$ cat config.mk
export PLATFORM = sky130hd
export DESIGN_NAME = relocation_stream_patcher_unit
export DESIGN_NICKNAME = d
export VERILOG_FILES = /design/src/rtl/core/rsp_pkg.sv /design/src/rtl/core/relocation_stream_patcher_unit.sv
export SDC_FILE = /design/constraint.sdc
export NUM_CORES = 1
export LEC_CHECK = 0
export BUFFER_PORTS_ARGS = -buffer_cell sky130_fd_sc_hd__clkbuf_2
export CAP_MARGIN = 25
export CORE_AREA = 2 2 246 272
export CTS_BUF_LIST = sky130_fd_sc_hd__clkbuf_16
export DETAILED_ROUTE_END_ITERATION = 6
export DIE_AREA = 0 0 248 274
export PLACE_DENSITY = 0.52
export RECOVER_POWER = 50
export SYNTH_ARGS = -nofsm -noshare
export SYNTH_HDL_FRONTEND = slang
export SYNTH_SLANG_ARGS = --single-unit
$ cat constraint.sdc
create_clock -name clk -period 17.3 [get_ports clk]
set_input_delay 3.46 -clock clk [delete_from_list [all_inputs] [get_ports clk]]
set_output_delay 3.46 -clock clk [all_outputs]
set_load 0.005 [all_outputs]
$ cat src/rtl/core/rsp_pkg.sv
// ----------------------------------------------------------------------------
// rsp_pkg
// Types and constants for the relocation stream patcher.
// ----------------------------------------------------------------------------
package rsp_pkg;

  localparam int ADDR_W   = 32;
  localparam int BYTE_W   = 8;
  localparam int SHIFT_W  = 6;
  localparam int CFG_IDX_W = 3;
  localparam int OUT_DATA_W = 72;

  localparam logic [BYTE_W-1:0] GROUP_MASK = 8'h7F;
  localparam logic [BYTE_W-1:0] CONT_MASK  = 8'h80;
  localparam logic [1:0]        IDX_MASK   = 2'h3;
  localparam logic [SHIFT_W-1:0] GROUP_BITS = 6'd7;
  localparam logic [ADDR_W-1:0] LONG_BYTES = 32'd4;

  // configuration register indexes
  localparam logic [CFG_IDX_W-1:0] REG_DISP_CODE      = 3'd0;
  localparam logic [CFG_IDX_W-1:0] REG_DISP_DATA      = 3'd1;
  localparam logic [CFG_IDX_W-1:0] REG_DISP_BSS       = 3'd2;
  localparam logic [CFG_IDX_W-1:0] REG_DISP_JUMPTABLE = 3'd3;
  localparam logic [CFG_IDX_W-1:0] REG_IMAGE_BASE     = 3'd4;
  localparam logic [CFG_IDX_W-1:0] REG_IMAGE_SIZE     = 3'd5;

  // displacement selectors
  localparam logic [1:0] SEL_CODE      = 2'd0;
  localparam logic [1:0] SEL_DATA      = 2'd1;
  localparam logic [1:0] SEL_BSS       = 2'd2;
  localparam logic [1:0] SEL_JUMPTABLE = 2'd3;

  typedef enum logic [1:0] {
    KIND_PATCH     = 2'd0,
    KIND_PASS_END  = 2'd1,
    KIND_TABLE_END = 2'd2
  } result_kind_t;

  // record decoded in the first stage, finished in the second
  typedef struct packed {
    result_kind_t      kind;
    logic [ADDR_W-1:0] addr;
    logic [1:0]        sel;
    logic              relative;
  } dec_rec_t;

endpackage

$ cat src/rtl/core/relocation_stream_patcher_unit.sv
// ----------------------------------------------------------------------------
// relocation_stream_patcher_unit
// ULEB128 relocation table decoder giving patch addresses and deltas.
// ----------------------------------------------------------------------------
// Takes one table byte per clock with no bubbles while the output is not stalled. A result
// for the byte that completes a record or ends a pass is held in the first-stage register,
// then in the output register: the first stage gathers the 7-bit groups and advances the
// cursor (a 32-bit add that closes on itself, so records may follow each other every cycle),
// the second picks the displacement, forms the relative delta and runs the bounds check.
// Bytes that only continue a record, and every byte after the end of the relative pass, are
// taken but give no result until reset. The user must write configuration only while the
// block is idle; the block itself does not enforce this.
module relocation_stream_patcher_unit
  import rsp_pkg::*;
(
  input  logic                    clk,
  input  logic                    rst_n,
  // configuration
  input  logic                    cfg_we,
  input  logic [CFG_IDX_W-1:0]    cfg_index,
  input  logic [ADDR_W-1:0]       cfg_wdata,
  // table bytes
  input  logic                    in_tvalid,
  output logic                    in_tready,
  input  logic [BYTE_W-1:0]       in_tdata,    // [7:0] reloc_byte
  // results
  output logic                    out_tvalid,
  input  logic                    out_tready,
  output logic [OUT_DATA_W-1:0]   out_tdata,   // [31:0] patch_address, [63:32] patch_delta,
                                               // [64] out_of_range, [71:65] zero
  output logic [1:0]              out_tuser,   // [1:0] result_kind
  output logic                    out_tlast
);

  // configuration registers
  logic [ADDR_W-1:0] disp_code_r, disp_data_r, disp_bss_r, disp_jt_r;
  logic [ADDR_W-1:0] image_base_r;
  logic [ADDR_W-1:0] size_m4_r;
  logic              size_lt4_r;

  // decoder state
  logic [ADDR_W-1:0]  value_accum_r, value_accum_nxt;
  logic [SHIFT_W-1:0] shift_count_r, shift_count_nxt;
  logic [ADDR_W-1:0]  cursor_r, cursor_nxt;
  logic               relative_r, relative_nxt;
  logic               done_r, done_nxt;

  // pipeline
  logic      s1_valid_r;
  dec_rec_t  s1_r, s1_nxt;
  logic      s1_load;
  logic      out_valid_r;
  logic [OUT_DATA_W-1:0] out_data_r, out_data_nxt;
  result_kind_t          out_kind_r;
  logic                  out_last_r, out_last_nxt;

  logic in_acc, out_free, s1_adv;

  assign out_free  = !out_valid_r || out_tready;
  assign s1_adv    = s1_valid_r && out_free;
  assign in_tready = !s1_valid_r || out_free;
  assign in_acc    = in_tvalid && in_tready;

  // ---------------- first stage: byte decode and cursor ----------------
  logic [ADDR_W+BYTE_W-1:0] grp_wide;
  logic [ADDR_W-1:0]        full_val;
  logic [ADDR_W-1:0]        rec_addr;
  logic                     is_end, is_final;

  always_comb begin
    grp_wide = {{ADDR_W{1'b0}}, in_tdata & GROUP_MASK} << shift_count_r[4:0];
    full_val = value_accum_r;
    if (!shift_count_r[5]) begin
      full_val = value_accum_r | grp_wide[ADDR_W-1:0];
    end
    rec_addr = cursor_r + (full_val >> 2);
    is_end   = (shift_count_r == '0) && (in_tdata == '0);
    is_final = (in_tdata & CONT_MASK) == '0;
  end

  always_comb begin
    value_accum_nxt = value_accum_r;
    shift_count_nxt = shift_count_r;
    cursor_nxt      = cursor_r;
    relative_nxt    = relative_r;
    done_nxt        = done_r;
    s1_load         = 1'b0;
    s1_nxt          = s1_r;
    if (in_acc && !done_r) begin
      if (is_end) begin
        value_accum_nxt = '0;
        shift_count_nxt = '0;
        cursor_nxt      = image_base_r - 1'b1;
        s1_load         = 1'b1;
        s1_nxt.kind     = relative_r ? KIND_TABLE_END : KIND_PASS_END;
        s1_nxt.addr     = '0;
        s1_nxt.sel      = SEL_CODE;
        s1_nxt.relative = relative_r;
        if (relative_r) begin
          done_nxt = 1'b1;
        end else begin
          relative_nxt = 1'b1;
        end
      end else if (is_final) begin
        value_accum_nxt = '0;
        shift_count_nxt = '0;
        cursor_nxt      = rec_addr;
        s1_load         = 1'b1;
        s1_nxt.kind     = KIND_PATCH;
        s1_nxt.addr     = rec_addr;
        s1_nxt.sel      = full_val[1:0] & IDX_MASK;
        s1_nxt.relative = relative_r;
      end else begin
        value_accum_nxt = full_val;
        if (!shift_count_r[5]) begin
          shift_count_nxt = shift_count_r + GROUP_BITS;
        end
      end
    end
  end

  always_ff @(posedge clk) begin
    if (!rst_n) begin
      disp_code_r   <= '0;
      disp_data_r   <= '0;
      disp_bss_r    <= '0;
      disp_jt_r     <= '0;
      image_base_r  <= '0;
      size_m4_r     <= '0;
      size_lt4_r    <= 1'b1;
      value_accum_r <= '0;
      shift_count_r <= '0;
      cursor_r      <= '1;
      relative_r    <= 1'b0;
      done_r        <= 1'b0;
    end else begin
      value_accum_r <= value_accum_nxt;
      shift_count_r <= shift_count_nxt;
      cursor_r      <= cursor_nxt;
      relative_r    <= relative_nxt;
      done_r        <= done_nxt;
      if (cfg_we) begin
        case (cfg_index)
          REG_DISP_CODE:      disp_code_r <= cfg_wdata;
          REG_DISP_DATA:      disp_data_r <= cfg_wdata;
          REG_DISP_BSS:       disp_bss_r  <= cfg_wdata;
          REG_DISP_JUMPTABLE: disp_jt_r   <= cfg_wdata;
          REG_IMAGE_BASE: begin
            image_base_r <= cfg_wdata;
            cursor_r     <= cfg_wdata - 1'b1;
          end
          REG_IMAGE_SIZE: begin
            // keep size minus one longword for the bounds check
            size_m4_r  <= cfg_wdata - LONG_BYTES;
            size_lt4_r <= cfg_wdata < LONG_BYTES;
          end
          default: ;
        endcase
      end
    end
  end

  always_ff @(posedge clk) begin
    if (!rst_n) begin
      s1_valid_r <= 1'b0;
    end else if (s1_load) begin
      s1_valid_r <= 1'b1;
    end else if (s1_adv) begin
      s1_valid_r <= 1'b0;
    end
  end

  always_ff @(posedge clk) begin
    if (s1_load) begin
      s1_r <= s1_nxt;
    end
  end

  // ---------------- second stage: delta and bounds ----------------
  logic [ADDR_W-1:0] disp_sel, delta;
  logic [ADDR_W:0]   base_off;
  logic              in_range;

  always_comb begin
    case (s1_r.sel)
      SEL_CODE:      disp_sel = disp_code_r;
      SEL_DATA:      disp_sel = disp_data_r;
      SEL_BSS:       disp_sel = disp_bss_r;
      SEL_JUMPTABLE: disp_sel = disp_jt_r;
      default:       disp_sel = disp_code_r;
    endcase
    delta    = s1_r.relative ? (disp_sel - s1_r.addr) : disp_sel;
    base_off = {1'b0, s1_r.addr} - {1'b0, image_base_r};
    // borrow means the address lies below the base
    in_range = !base_off[ADDR_W] && !size_lt4_r && (base_off[ADDR_W-1:0] <= size_m4_r);
    out_data_nxt = '0;
    out_last_nxt = s1_r.kind == KIND_TABLE_END;
    if (s1_r.kind == KIND_PATCH) begin
      out_data_nxt[ADDR_W-1:0]        = s1_r.addr;
      out_data_nxt[2*ADDR_W-1:ADDR_W] = delta;
      out_data_nxt[2*ADDR_W]          = !in_range;
    end
  end

  always_ff @(posedge clk) begin
    if (!rst_n) begin
      out_valid_r <= 1'b0;
    end else if (out_free) begin
      out_valid_r <= s1_valid_r;
    end
  end

  always_ff @(posedge clk) begin
    if (s1_adv) begin
      out_data_r <= out_data_nxt;
      out_kind_r <= s1_r.kind;
      out_last_r <= out_last_nxt;
    end
  end

  assign out_tvalid = out_valid_r;
  assign out_tdata  = out_data_r;
  assign out_tuser  = out_kind_r;
  assign out_tlast  = out_last_r;

  // ---------------- checks ----------------
  a_end_fields_zero: assert property (@(posedge clk) disable iff (!rst_n)
    (out_tvalid && out_tuser != KIND_PATCH) |-> (out_tdata == '0))
    else $error("end result carries nonzero fields");

  a_last_on_table_end: assert property (@(posedge clk) disable iff (!rst_n)
    out_tvalid |-> (out_tlast == (out_tuser == KIND_TABLE_END)))
    else $error("tlast does not match table end");

  a_nothing_after_last: assert property (@(posedge clk) disable iff (!rst_n)
    (out_tvalid && out_tready && out_tlast) |=> !out_tvalid)
    else $error("result after end of table");

  a_in_range_above_base: assert property (@(posedge clk) disable iff (!rst_n)
    (out_tvalid && out_tuser == KIND_PATCH && !out_tdata[2*ADDR_W])
      |-> (out_tdata[ADDR_W-1:0] >= image_base_r))
    else $error("in-range patch below image base");

endmodule
==> summary.txt <==
RUN STATUS
--------------------------------------------------------------------------------
Outcome ........................................................... complete, but fails checks
Failing checks .................................................... capacitance limit, slew limit

GRT
--------------------------------------------------------------------------------
Largest net degree at the start of global routing .................           99
Vias in the first global route ....................................        18.9k
All-Layer GR Usage ................................................        20.9%
First-pass GRT wire length ........................................    110000 um
Global route total overflow .......................................            0
Number of antenna violations at the first check in global routing .            3

FLOORPLAN
--------------------------------------------------------------------------------
Area of the placeable core ........................................  65500 sq um
Num ports .........................................................          125
Initial cell density of the core ..................................        34.6%
Overall die area ..................................................  68000 sq um
Num rows ..........................................................           99
Horizontal extent of the die ......................................       248 um
Height of the die .................................................       274 um

LOGIC SYNTHESIS
--------------------------------------------------------------------------------
Cells after synthesis .............................................         2705
Count of different cell masters after synthesis ...................           90
Share of synthesized area occupied by flip-flops and latches ......        37.5%
Register bit total from synthesis .................................          372
Largest area contributor in the netlist ........................... sky130_fd_sc_hd__dfxtp_1
Fraction of post-synthesis cell area in the top cell type by area .        23.6%
Yosys warnings ....................................................            0
Post-Synthesis Cell Area ..........................................  22700 sq um
Count leader, synth ............................................... sky130_fd_sc_hd__nand2_1
Primary FF master, synth .......................................... sky130_fd_sc_hd__dfxtp_1
Top cells by area, synth .......................................... sky130_fd_sc_hd__dfxtp_1, sky130_fd_sc_hd__edfxtp_1, sky130_fd_sc_hd__nand2_1
Count of flip-flops with a built-in enable after synthesis ........          105
Commonest cells in the netlist .................................... sky130_fd_sc_hd__nand2_1, sky130_fd_sc_hd__a21oi_1, sky130_fd_sc_hd__dfxtp_1, sky130_fd_sc_hd__nor2_1, sky130_fd_sc_hd__inv_1
Share of synthesized registers carrying an async set or reset .....           0%
Avg Cell Area, Syn ................................................   8.38 sq um

ROUTE
--------------------------------------------------------------------------------
# DRC .............................................................            0
Count of TritonRoute iterations in the first routing pass .........            5
Initial DRC count .................................................         1148
Vias after detailed routing .......................................        19.4k
Count of nets left with antenna violations after detail routing ...            0
Detail-routed net length per standard cell ........................      19.9 um
Post-detailed-route via-to-cell ratio .............................         5.34
Final routed wirelength across all metal layers ...................     72400 um

CTS
--------------------------------------------------------------------------------
TritonCTS Buffers .................................................           45
Clock transition at the registers of the reported paths ...........        60 ps
H-Tree Level Count ................................................            2
Total of hold buffers inserted after clock tree synthesis .........            0
Clock root buffer ................................................. sky130_fd_sc_hd__clkbuf_16
Max Buffers Root-to-Sink ..........................................            3
Post-CTS sizing ...................................................            0
Clock Latency Late Sink ...........................................       590 ps
Clock sink count ..................................................          372
Clock tree from TritonCTS .........................................        built
Post-CTS Setup Inserts ............................................            0

POWER
--------------------------------------------------------------------------------
Leakage power .....................................................      9.93 nW
Pwr Density .......................................................  101 nW/um^2
IR Drop Worst-Case VDD ............................................    0.0704 mV

TIMING
--------------------------------------------------------------------------------
Slew Limit Fails ..................................................          298
Setup violations, final ...........................................            0
Sum Neg Setup Slack ...............................................         0 ps
Transition time at the pin with the least slew margin .............      3440 ps
Final clock skew ..................................................      14.5 ps
Achievable frequency ..............................................      112 MHz
Total count of hold-check failures in the final report ............            0
Clock period minus final worst setup slack ........................      8940 ps
Crit share post-route .............................................        51.7%
Setup repair after global routing missed its margin ...............        false
Relative slew margins .............................................        -129%

RUN
--------------------------------------------------------------------------------
Maximum Capacitance Violations ....................................            6

SETUP PATH
--------------------------------------------------------------------------------
Startpoint kind of the worst setup timing path .................... primary input
Worst reg2reg path startpoint .....................................      s1_r[1]
Maximum net fanout on the critical path ...........................           97
Required time reported for the critical path endpoint .............     17800 ps
Register-to-Register Path Depth ...................................           15
Critical path class ............................................... primary input to flip-flop
Critical Path Sink Type ...........................................    flip-flop
Crit. Startpoint ..................................................        rst_n
Reg-to-reg critical path endpoint ................................. out_tdata[56]
Arrival time at the worst endpoint ................................      9440 ps
Worst setup path end .............................................. size_m4_r[23]
R2r setup slk .....................................................     10790 ps

PLACE
--------------------------------------------------------------------------------
Gpl congestion ....................................................        0.901
Estimated wirelength of the detail-placed design ..................     54200 um
Number of input and output port buffers inserted ..................          117

FINAL LAYOUT
--------------------------------------------------------------------------------
Share of layout cells above drive strength 1 ......................        9.18%
Total number of nets in the final design ..........................         2920
Synthesis-to-finish area growth ...................................        11.6%
Number of diodes ..................................................            0
End-of-flow core utilization ......................................        38.6%

MIN PATH
--------------------------------------------------------------------------------
Path category of the worst min-delay check ........................ flip-flop to flip-flop

==> cell families (layout without fill, tap and decap cells) <==
| family | Yosys count | after routing | synth area share (%) |
|---|---|---|---|
| compound gates | 696 | 696 | 19.1 |
| xor+xnor | 157 | 157 | 6.06 |
| fa+ha+maj | 132 | 132 | 7.38 |
| buf+inv | 307 | 373 | 5.74 |
| flops | 372 | 372 | 37.5 |
| mux | 66 | 66 | 4.72 |
| other cells | 1 | 7 | 0.0165 |
| simple gates | 974 | 974 | 19.5 |
==> worst min path at each step <==
stage / start / slack (ps) / cells past startpoint / end
6_report: disp_code_r[1] / 450 / 2 / disp_code_r[1]
5_1_grt: disp_code_r[1] / 470 / 2 / disp_code_r[1]
4_1_cts: disp_jt_r[6] / 450 / 2 / disp_jt_r[6]
3_5_place_dp: disp_jt_r[1] / 450 / 2 / disp_jt_r[1]
3_3_place_gp: disp_data_r[6] / 440 / 2 / disp_data_r[6]
2_1_floorplan: value_accum_r[18] / 430 / 2 / value_accum_r[18]
==> final cells by class <==
| class | instances | area (sq um) |
|---|---|---|
| clock buffer | 46 | 1150 |
| timing repair buffer | 147 | 748 |
| clock inverter | 38 | 362 |
| tap | 858 | 1070 |
| sequential | 372 | 8500 |
| multi-input combinational | 2032 | 12900 |
| fill | 6688 | 40200 |
| inverter | 142 | 534 |
==> per-stage QoR <==
stage	cell area, sq um	setup slack, ps	hold WS, ps	cells	total power (W)
3_3_place_gp	23900	9680	438	3550	0.00159
3_5_place_dp	23900	9670	446	3550	0.00160
2_1_floorplan	22700	8260	429	2711	0.00143
6_report	25300	8360	451	3635	0.00256
4_1_cts	25400	9930	454	3634	0.00258
5_1_grt	25300	8040	470	3635	0.00269
==> cells in the final DEF, fill, tap and decap left out, drive strengths merged, types with 15 or more instances in the layout <==
cell type,count
nand2b,15
nand4,24
edfxtp,105
a21o,71
inv,158
mux2i,26
nand3,48
ha,129
nor2b,28
mux4,32
nand2,463
a21oi,311
buf,26
xnor2,104
nor4,18
and2,22
a31oi,15
xor2,53
clkbuf,167
dfxtp,267
nor2,233
o211a,25
o21ai,97
nor3,55
a211oi,50
==> power breakdown <==
group          internal (W)  total (W)  leakage [nW]  switching, W
clock              0.000575   0.000971         0.789      0.000396
combinational      0.000237   0.000606          5.99      0.000369
sequential         0.000946   0.000985          3.15     0.0000394
==> registers in the layout, summed over array words and instances (netlist names) <==
signal	cells
size_lt4_r	1
disp_data_r	32
value_accum_r	32
s1_valid_r	1
disp_bss_r	32
relative_r	1
size_m4_r	32
disp_jt_r	32
out_tvalid	1
out_tlast	1
shift_count_r	6
out_tdata	65
disp_code_r	32
s1_r	37
image_base_r	32
done_r	1
cursor_r	32
out_tuser	2
==> critical path: stages <==
cell	delay [ps]
sky130_fd_sc_hd__clkbuf_2	70
sky130_fd_sc_hd__clkbuf_1	1150
sky130_fd_sc_hd__clkinvlp_2	2090
sky130_fd_sc_hd__clkbuf_1	1490
sky130_fd_sc_hd__buf_4	570
sky130_fd_sc_hd__buf_16	230
sky130_fd_sc_hd__a211oi_1	220
==> routing by layer <==
layer	GRT usage (%)	part of all wire (%)	vias to the layer above	wire, um
met5	0	0.050	-	36
met4	5.00	2.0	6	1430
met3	2.67	4.7	104	3430
met2	35.8	48	484	34800
met1	27.9	45	9261	32700
li1	-	-	9558	-
Note: power is estimated with default switching activity, not from simulation.
